### config.mk
export PLATFORM = sky130hd
export DESIGN_NAME = lifo_stack_with_dedup_core
export DESIGN_NICKNAME = d
export VERILOG_FILES = /design/src/rtl/lsd_pkg.sv /design/src/rtl/lsd_ctrl.sv /design/src/rtl/lsd_dpath.sv /design/src/rtl/lifo_stack_with_dedup_core.sv
export VERILOG_INCLUDE_DIRS = /design/src /design/src/rtl
export SDC_FILE = /design/constraint.sdc
export NUM_CORES = 1
export LEC_CHECK = 0
export BUFFER_PORTS_ARGS = -buffer_cell sky130_fd_sc_hd__clkbuf_2
export CAP_MARGIN = 40
export CORE_MARGIN = 2
export CORE_UTILIZATION = 46
export CTS_CLUSTER_DIAMETER = 40
export DETAILED_ROUTE_END_ITERATION = 6
export PLACE_DENSITY_LB_ADDON = 0.15
export REMOVE_ABC_BUFFERS = 1
export SLEW_MARGIN = 10
export SYNTH_ARGS = -nofsm -noshare
export SYNTH_HDL_FRONTEND = slang
export SYNTH_SLANG_ARGS = --single-unit
### constraint.sdc
create_clock -name clk -period 3.31 [get_ports clk]
set_input_delay 0.331 -clock clk [delete_from_list [all_inputs] [get_ports clk]]
set_output_delay 0.331 -clock clk [all_outputs]
set_load 0.01 [all_outputs]
### src/rtl/lifo_stack_with_dedup_core_macros.svh
// Assertion helpers for the stack core.
// Both expect signals named clk and rst_n in the module that uses them.
`ifndef LIFO_STACK_WITH_DEDUP_CORE_MACROS_SVH
`define LIFO_STACK_WITH_DEDUP_CORE_MACROS_SVH

// Same-cycle implication.
`define LSD_ASSERT_IMPL(label, ante, cons) \
    label: assert property (@(posedge clk) disable iff (!rst_n) (ante) |-> (cons)) \
        else $error("lsd: same-cycle check failed");

// Next-cycle implication.
`define LSD_ASSERT_NEXT(label, ante, cons) \
    label: assert property (@(posedge clk) disable iff (!rst_n) (ante) |=> (cons)) \
        else $error("lsd: next-cycle check failed");

`endif

### src/rtl/lsd_pkg.sv
package lsd_pkg;

    // Stack geometry
    localparam int DEPTH = 8;
    localparam int IDX_W = (DEPTH > 1) ? $clog2(DEPTH) : 1;
    localparam int CNT_W = $clog2(DEPTH + 1);

    // Request kinds
    localparam logic [1:0] KIND_PUSH  = 2'd0;
    localparam logic [1:0] KIND_POP   = 2'd1;
    localparam logic [1:0] KIND_DEDUP = 2'd2;

    // Status codes
    localparam logic [1:0] STAT_DONE  = 2'd0;
    localparam logic [1:0] STAT_FULL  = 2'd1;
    localparam logic [1:0] STAT_EMPTY = 2'd2;

    typedef struct packed {
        logic [1:0]         kind;
        logic signed [31:0] push_value;
    } req_t;

    typedef struct packed {
        logic [1:0]         status;
        logic signed [31:0] pop_value;
        logic [3:0]         fill_count;
    } rsp_t;

    typedef enum logic [3:0] {
        S_IDLE,
        S_EXEC,
        S_POP_WAIT,
        S_DD_FETCH,
        S_DD_LOAD,
        S_DD_SCAN,
        S_DD_CMP,
        S_DD_NEXT,
        S_RESP
    } state_t;

    // Controller to datapath
    typedef struct packed {
        logic       latch_req;
        logic       set_status;
        logic [1:0] status_code;
        logic       push_wr;
        logic       pop_rd;
        logic       pop_capture;
        logic       dd_init;
        logic       dd_fetch;
        logic       dd_load;
        logic       dd_scan_rd;
        logic       dd_keep;
        logic       dd_drop;
        logic       dd_inc_k;
        logic       dd_finish;
        logic       out_load;
    } cmd_t;

    // Datapath to controller
    typedef struct packed {
        logic [1:0] kind;
        logic       full;
        logic       empty;
        logic       k_eq_w;
        logic       match;
        logic       j_done;
        logic       out_free;
    } sts_t;

    // Low four bits of a count, zero-extended when the count is narrower
    function automatic logic [3:0] fill_of(input logic [CNT_W-1:0] cnt);
        logic [CNT_W+3:0] ext;
        ext = {4'b0000, cnt};
        return ext[3:0];
    endfunction

endpackage

### src/rtl/lsd_ctrl.sv
module lsd_ctrl (
    input  logic          clk,
    input  logic          rst_n,
    input  logic          req_valid,
    input  lsd_pkg::sts_t sts,
    output lsd_pkg::cmd_t cmd,
    output logic          idle
);
    import lsd_pkg::*;

    state_t state_reg;
    state_t state_next;

    // State register
    always_ff @(posedge clk or negedge rst_n)
    begin
        if (!rst_n)
        begin
            state_reg <= S_IDLE;
        end
        else
        begin
            state_reg <= state_next;
        end
    end

    // Next state and commands
    always_comb
    begin
        state_next = state_reg;
        cmd        = '0;
        idle       = 1'b0;
        unique case (state_reg)
            S_IDLE:
            begin
                idle = 1'b1;
                if (req_valid)
                begin
                    cmd.latch_req = 1'b1;
                    state_next    = S_EXEC;
                end
            end
            S_EXEC:
            begin
                unique case (sts.kind)
                    KIND_PUSH:
                    begin
                        cmd.set_status = 1'b1;
                        if (sts.full)
                        begin
                            cmd.status_code = STAT_FULL;
                        end
                        else
                        begin
                            cmd.status_code = STAT_DONE;
                            cmd.push_wr     = 1'b1;
                        end
                        state_next = S_RESP;
                    end
                    KIND_POP:
                    begin
                        if (sts.empty)
                        begin
                            cmd.set_status  = 1'b1;
                            cmd.status_code = STAT_EMPTY;
                            state_next      = S_RESP;
                        end
                        else
                        begin
                            cmd.pop_rd = 1'b1;
                            state_next = S_POP_WAIT;
                        end
                    end
                    KIND_DEDUP:
                    begin
                        if (sts.empty)
                        begin
                            cmd.set_status  = 1'b1;
                            cmd.status_code = STAT_EMPTY;
                            state_next      = S_RESP;
                        end
                        else
                        begin
                            cmd.dd_init = 1'b1;
                            state_next  = S_DD_FETCH;
                        end
                    end
                    default:
                    begin
                        // unused kind: no change, report done
                        cmd.set_status  = 1'b1;
                        cmd.status_code = STAT_DONE;
                        state_next      = S_RESP;
                    end
                endcase
            end
            S_POP_WAIT:
            begin
                cmd.pop_capture = 1'b1;
                state_next      = S_RESP;
            end
            S_DD_FETCH:
            begin
                cmd.dd_fetch = 1'b1;
                state_next   = S_DD_LOAD;
            end
            S_DD_LOAD:
            begin
                cmd.dd_load = 1'b1;
                state_next  = S_DD_SCAN;
            end
            S_DD_SCAN:
            begin
                if (sts.k_eq_w)
                begin
                    cmd.dd_keep = 1'b1;
                    state_next  = S_DD_NEXT;
                end
                else
                begin
                    cmd.dd_scan_rd = 1'b1;
                    state_next     = S_DD_CMP;
                end
            end
            S_DD_CMP:
            begin
                if (sts.match)
                begin
                    cmd.dd_drop = 1'b1;
                    state_next  = S_DD_NEXT;
                end
                else
                begin
                    cmd.dd_inc_k = 1'b1;
                    state_next   = S_DD_SCAN;
                end
            end
            S_DD_NEXT:
            begin
                if (sts.j_done)
                begin
                    cmd.dd_finish = 1'b1;
                    state_next    = S_RESP;
                end
                else
                begin
                    state_next = S_DD_FETCH;
                end
            end
            S_RESP:
            begin
                if (sts.out_free)
                begin
                    cmd.out_load = 1'b1;
                    state_next   = S_IDLE;
                end
            end
            default:
            begin
                state_next = S_IDLE;
            end
        endcase
    end

endmodule

### src/rtl/lsd_dpath.sv
module lsd_dpath (
    input  logic          clk,
    input  logic          rst_n,
    input  lsd_pkg::req_t req,
    input  lsd_pkg::cmd_t cmd,
    input  logic          rsp_stall,
    output lsd_pkg::sts_t sts,
    output logic          rsp_valid,
    output lsd_pkg::rsp_t rsp
);
    import lsd_pkg::*;

    `include "lifo_stack_with_dedup_core_macros.svh"

    // Stack storage, one write and one registered read per cycle
    logic [31:0] mem [0:DEPTH-1];

    logic [31:0]      rd_data_reg;
    logic             rd_en;
    logic [IDX_W-1:0] rd_addr;
    logic             wr_en;
    logic [IDX_W-1:0] wr_addr;
    logic [31:0]      wr_data;

    req_t             req_reg;
    logic [CNT_W-1:0] count_reg;
    logic [CNT_W-1:0] count_next;
    logic [CNT_W-1:0] count_dec;
    logic [CNT_W-1:0] j_reg;
    logic [CNT_W-1:0] k_reg;
    logic [CNT_W-1:0] w_reg;
    logic [31:0]      cur_reg;
    logic [1:0]       status_reg;
    logic [31:0]      pop_reg;
    logic             out_valid_reg;
    rsp_t             out_reg;

    assign count_dec = count_reg - CNT_W'(1);

    // Memory address and data select
    always_comb
    begin
        rd_en   = cmd.pop_rd | cmd.dd_fetch | cmd.dd_scan_rd;
        rd_addr = k_reg[IDX_W-1:0];
        if (cmd.pop_rd)
        begin
            rd_addr = count_dec[IDX_W-1:0];
        end
        else if (cmd.dd_fetch)
        begin
            rd_addr = j_reg[IDX_W-1:0];
        end
        wr_en   = cmd.push_wr | cmd.dd_keep;
        wr_addr = cmd.push_wr ? count_reg[IDX_W-1:0] : w_reg[IDX_W-1:0];
        wr_data = cmd.push_wr ? req_reg.push_value : cur_reg;
    end

    always_ff @(posedge clk)
    begin
        if (wr_en)
        begin
            mem[wr_addr] <= wr_data;
        end
        if (rd_en)
        begin
            rd_data_reg <= mem[rd_addr];
        end
    end

    // Fill count
    always_comb
    begin
        count_next = count_reg;
        if (cmd.push_wr)
        begin
            count_next = count_reg + CNT_W'(1);
        end
        else if (cmd.pop_rd)
        begin
            count_next = count_dec;
        end
        else if (cmd.dd_finish)
        begin
            count_next = w_reg;
        end
    end

    always_ff @(posedge clk or negedge rst_n)
    begin
        if (!rst_n)
        begin
            count_reg <= '0;
        end
        else
        begin
            count_reg <= count_next;
        end
    end

    // Dedup walk: j reads each entry, w is the kept prefix, k scans it
    always_ff @(posedge clk or negedge rst_n)
    begin
        if (!rst_n)
        begin
            j_reg <= '0;
            k_reg <= '0;
            w_reg <= '0;
        end
        else
        begin
            if (cmd.dd_init)
            begin
                j_reg <= '0;
                w_reg <= '0;
            end
            if (cmd.dd_load)
            begin
                k_reg <= '0;
            end
            if (cmd.dd_inc_k)
            begin
                k_reg <= k_reg + CNT_W'(1);
            end
            if (cmd.dd_keep)
            begin
                w_reg <= w_reg + CNT_W'(1);
                j_reg <= j_reg + CNT_W'(1);
            end
            if (cmd.dd_drop)
            begin
                j_reg <= j_reg + CNT_W'(1);
            end
        end
    end

    // Request, candidate word and result fields
    always_ff @(posedge clk)
    begin
        if (cmd.latch_req)
        begin
            req_reg <= req;
        end
        if (cmd.dd_load)
        begin
            cur_reg <= rd_data_reg;
        end
        if (cmd.set_status)
        begin
            status_reg <= cmd.status_code;
            pop_reg    <= '0;
        end
        else if (cmd.pop_capture)
        begin
            status_reg <= STAT_DONE;
            pop_reg    <= rd_data_reg;
        end
        else if (cmd.dd_finish)
        begin
            status_reg <= STAT_DONE;
            pop_reg    <= '0;
        end
    end

    // Output register
    always_ff @(posedge clk or negedge rst_n)
    begin
        if (!rst_n)
        begin
            out_valid_reg <= 1'b0;
        end
        else if (cmd.out_load)
        begin
            out_valid_reg <= 1'b1;
        end
        else if (!rsp_stall)
        begin
            out_valid_reg <= 1'b0;
        end
    end

    always_ff @(posedge clk)
    begin
        if (cmd.out_load)
        begin
            out_reg.status     <= status_reg;
            out_reg.pop_value  <= pop_reg;
            out_reg.fill_count <= fill_of(count_reg);
        end
    end

    assign rsp_valid = out_valid_reg;
    assign rsp       = out_reg;

    // Status to controller
    always_comb
    begin
        sts.kind     = req_reg.kind;
        sts.full     = (count_reg >= CNT_W'(DEPTH));
        sts.empty    = (count_reg == '0);
        sts.k_eq_w   = (k_reg == w_reg);
        sts.match    = (rd_data_reg == cur_reg);
        sts.j_done   = (j_reg == count_reg);
        sts.out_free = !out_valid_reg || !rsp_stall;
    end

    `LSD_ASSERT_NEXT(a_push_grows, cmd.push_wr, count_reg == $past(count_reg) + CNT_W'(1))
    `LSD_ASSERT_IMPL(a_keep_behind_read, cmd.dd_keep, w_reg <= j_reg && j_reg < count_reg)
    `LSD_ASSERT_IMPL(a_finish_nonempty, cmd.dd_finish, w_reg != '0 && w_reg <= count_reg)
    `LSD_ASSERT_IMPL(a_load_when_free, cmd.out_load, !out_valid_reg || !rsp_stall)

endmodule

### src/rtl/lifo_stack_with_dedup_core.sv
// Channel  Handshake              Payload
// req      req_valid / req_stall  lsd_pkg::req_t  (kind, push_value)
// rsp      rsp_valid / rsp_stall  lsd_pkg::rsp_t  (status, pop_value, fill_count)
//
// One request at a time. Push, refused requests and the unused kind go through the
// execute and response states before the next acceptance; pop also waits for the
// registered memory read. Dedup walks entries j = 0..n-1 over the one read port,
// comparing each entry with the w distinct values kept below it until one matches.
// rst_n clears the fill count, controller and output valid; entries are not cleared.
// A stalled result holds in the output register; the next request may be accepted
// meanwhile and its result waits until the register frees.
module lifo_stack_with_dedup_core (
    input  logic          clk,
    input  logic          rst_n,
    input  logic          req_valid,
    output logic          req_stall,
    input  lsd_pkg::req_t req,
    output logic          rsp_valid,
    input  logic          rsp_stall,
    output lsd_pkg::rsp_t rsp
);
    import lsd_pkg::*;

    cmd_t cmd;
    sts_t sts;
    logic idle;

    // Requests are taken only while the controller waits for work
    assign req_stall = !idle;

    lsd_ctrl u_ctrl (
        .clk       (clk),
        .rst_n     (rst_n),
        .req_valid (req_valid),
        .sts       (sts),
        .cmd       (cmd),
        .idle      (idle)
    );

    lsd_dpath u_dpath (
        .clk       (clk),
        .rst_n     (rst_n),
        .req       (req),
        .cmd       (cmd),
        .rsp_stall (rsp_stall),
        .sts       (sts),
        .rsp_valid (rsp_valid),
        .rsp       (rsp)
    );

endmodule
==> impl_results.md <==
* Outcome: completed
* # rows at 71
* Root Buffer: clkbuf_16
* Detailed-route via count at 10,495
* Final net count at 1,362
* Post-synthesis register bit count at 447
* RSZ-0062 raised after global routing: no
* Placed Cells incl. Taps at ~1,700
* Endpoints failing hold at 0
* Clk sinks at 447
* First-pass GRT wire length at around 64,000 um
* Die height at roughly 200 um
* Max Cap Viol at 0
* # setup viols final at 0
* Final setup TNS at 0 ns
* Wire per inst at between 20 and 25 um
* Dpl cell area at 18,800 sq um
* Clock Skews at 0.0137 ns
* P per Cell Area at 895 nW/um^2
* Leakage power figure at 7.91 nW
* 1st-iter DRT viols at 846
* Number of enable flip-flop cells after synthesis at 394
* Crit path time final at 2.89 ns
* Vias in the first global route at 10,484
* Post-DP HPWL at about 24,000 um
* Final Max Tran Viols at 0
* Post_cts resized at 0
* Leading register cell type out of synthesis: edfxtp_1
* Max-Slew Margin vs Limit at 40.8%
* Drt drc at 0
* Maximum VDD drop at 0.532 mV
* Syn. warnings at 0
* Initial antenna violation count at 0
* Syn Area/Cell at around 15 sq um
* Fin util at 56.7%
* Crit path arrival time at 3.23 ns
* Post-synth ARST share at approximately 4.7%
* Min-delay worst type: in2reg
* Global route overflow at 0
* Design Area, Final at 21,300 sq um
* Core ar. at 37,600 sq um
* Via density at 5.59
* Reg2reg setup slack at 0.42 ns
* Register area share after synthesis at 74.2%
* Worst setup EP type: flip-flop
* Total Routing Usage GR at 21.6%
* Area Growth Syn to Fin at 21.6%
* Largest net degree at the start of global routing at 72
* Num CTS Buffers at 60
* Dpl ws at ~0.44 ns
* Antenna fix cells at 0
* Final GP Congestion at 0.815
* Setup ws final at 0.423 ns
* Setup CP Type: reg2reg
* Worst skew pair latency at around 0.6 ns
* CTS max path bufs at 3
* Worst Tran Pin Value at 0.888 ns
* Register with the most flip-flops: u_dpath.mem
* IO Count at 78
* CP startpoint kind: flip-flop
* Width of the die at 199 um
* Die area at 39,700 sq um
* Antenna viol nets, final at 0
* Final worst-path cycle share at between 80 and 90%
* Port Buf Inserts at 77
* Cell Count, Final, Fillers Out at 1,877
* DRT Pass-1 Iters at 5
* Commonest non-fill, non-tap cell in the layout: edfxtp_1
* Initial Util at 46.6%
* FMAX at around 350 MHz
* Flip-flop count of the largest register after layout at approximately 260
* WP data required at between 3 and 4 ns
* Htree depth at 2
* Mapped Cells at roughly 1,200
* CP Max Fanout at 15
* Synth Cell Area at about 18,000 sq um
* Synth cell types at 55
* Final wirelength at 41,600 um
* Commonest cells after routing, fill and taps aside: edfxtp_1, and3_1, a211oi_1
* CTS tree: yes
* CTS clk-pin slew, worst paths at 0.05 ns
* Fraction of layout cells with a size suffix above 1 at 19.2%
==> synthesized netlist by cell type, types with 2 or more instances <==
cell      count  area share, %
o221ai_1      2           0.10
a22o_1       32            1.6
nand4_1      13           0.46
a21oi_1       6           0.17
nand2b_1      4           0.14
ha_1          9           0.64
a21o_1        4           0.17
xor2_1        4           0.20
o21ai_0       8           0.23
a31oi_1       6           0.21
nor4_2        4           0.29
buf_2        45            1.3
dfrtp_1      21            3.0
o21ai_1       2          0.057
edfxtp_1    394             68
nor2_1       24           0.51
nor4_1       32            1.1
clkbuf_1     39           0.84
xnor2_1      40            2.0
nor3_1        8           0.23
nor3b_1       2          0.086
a211oi_1    130            5.6
dfxtp_1      32            3.7
nand3_1      12           0.34
nand3b_1      2          0.086
and3_1      133            4.7
inv_1        14           0.30
mux2i_1       8           0.46
nand2_1     120            2.6
==> per-layer routing <==
layer | track usage, % | wire (um) | up-vias
met1 | 30.5 | 19000 | 5250
met5 | 0 | 0 | -
met4 | 7.08 | 1020 | 0
li1 | - | - | 4866
met3 | 3.68 | 2200 | 75
met2 | 34.1 | 19400 | 304
==> report_power, final <==
group | internal [W] | switching, W
clock | 0.00429 | 0.00254
sequential | 0.00763 | 0.000543
combinational | 0.00143 | 0.00265
==> repair_timing <==
action                    4_1_cts  5_1_grt
buffers inserted                0        0
hold buffers                   35        0
hold endpoints to repair       55        0
==> worst paths after layout <==
kind                                             from                       to  cells past startpoint
worst max register to register   u_dpath.count_reg[0]  u_dpath.rd_data_reg[29]                      9
worst min register to register  u_dpath.status_reg[1]          u_dpath.rsp[37]                      0
worst min-delay path                        rsp_stall        u_dpath.rsp_valid                      3
max in group asynchronous                       rst_n         u_dpath.k_reg[0]                      2
worst max-delay path             u_dpath.count_reg[0]  u_dpath.rd_data_reg[29]                      9
min in group asynchronous                       rst_n        u_dpath.rsp_valid                      2
==> cell type report <==
type | instances | area, sq um
well taps | 511 | 639
clock buffers | 66 | 1550
multi-input cells | 629 | 4210
flip-flops and latches | 447 | 13000
inverters | 14 | 52.6
repair buffers | 163 | 1250
fillers | 2964 | 16300
clock inverters | 47 | 613
==> critical path, stage by stage (launching register included) <==
cell      delay, ns
dfrtp_1        0.37
inv_1          0.09
ha_1           0.23
or3b_2         0.54
nand3_2        0.19
a21oi_1        0.06
a21o_1         0.47
buf_12         0.31
a211oi_1       0.27
nor4_1         0.07
==> through the flow <==
stage / hold slack, ns / power (W)
6_report: 0.0286 / 0.0191
5_1_grt: 0.0324 / 0.0199
4_1_cts: 0.00995 / 0.0192
3_5_place_dp: 0.359 / 0.0123
3_3_place_gp: 0.363 / 0.0123
2_1_floorplan: 0.0354 / 0.0105
==> cells by family after synthesis <==
family / Yosys count / share of synthesized area (%)
fa+ha+maj: 9 / 0.643
mux: 9 / 0.521
compound gates: 202 / 8.72
simple gates: 365 / 11.2
xor+xnor: 44 / 2.20
buf+inv: 100 / 2.53
flops: 447 / 74.2
Note: power is estimated with default switching activity, not from simulation.
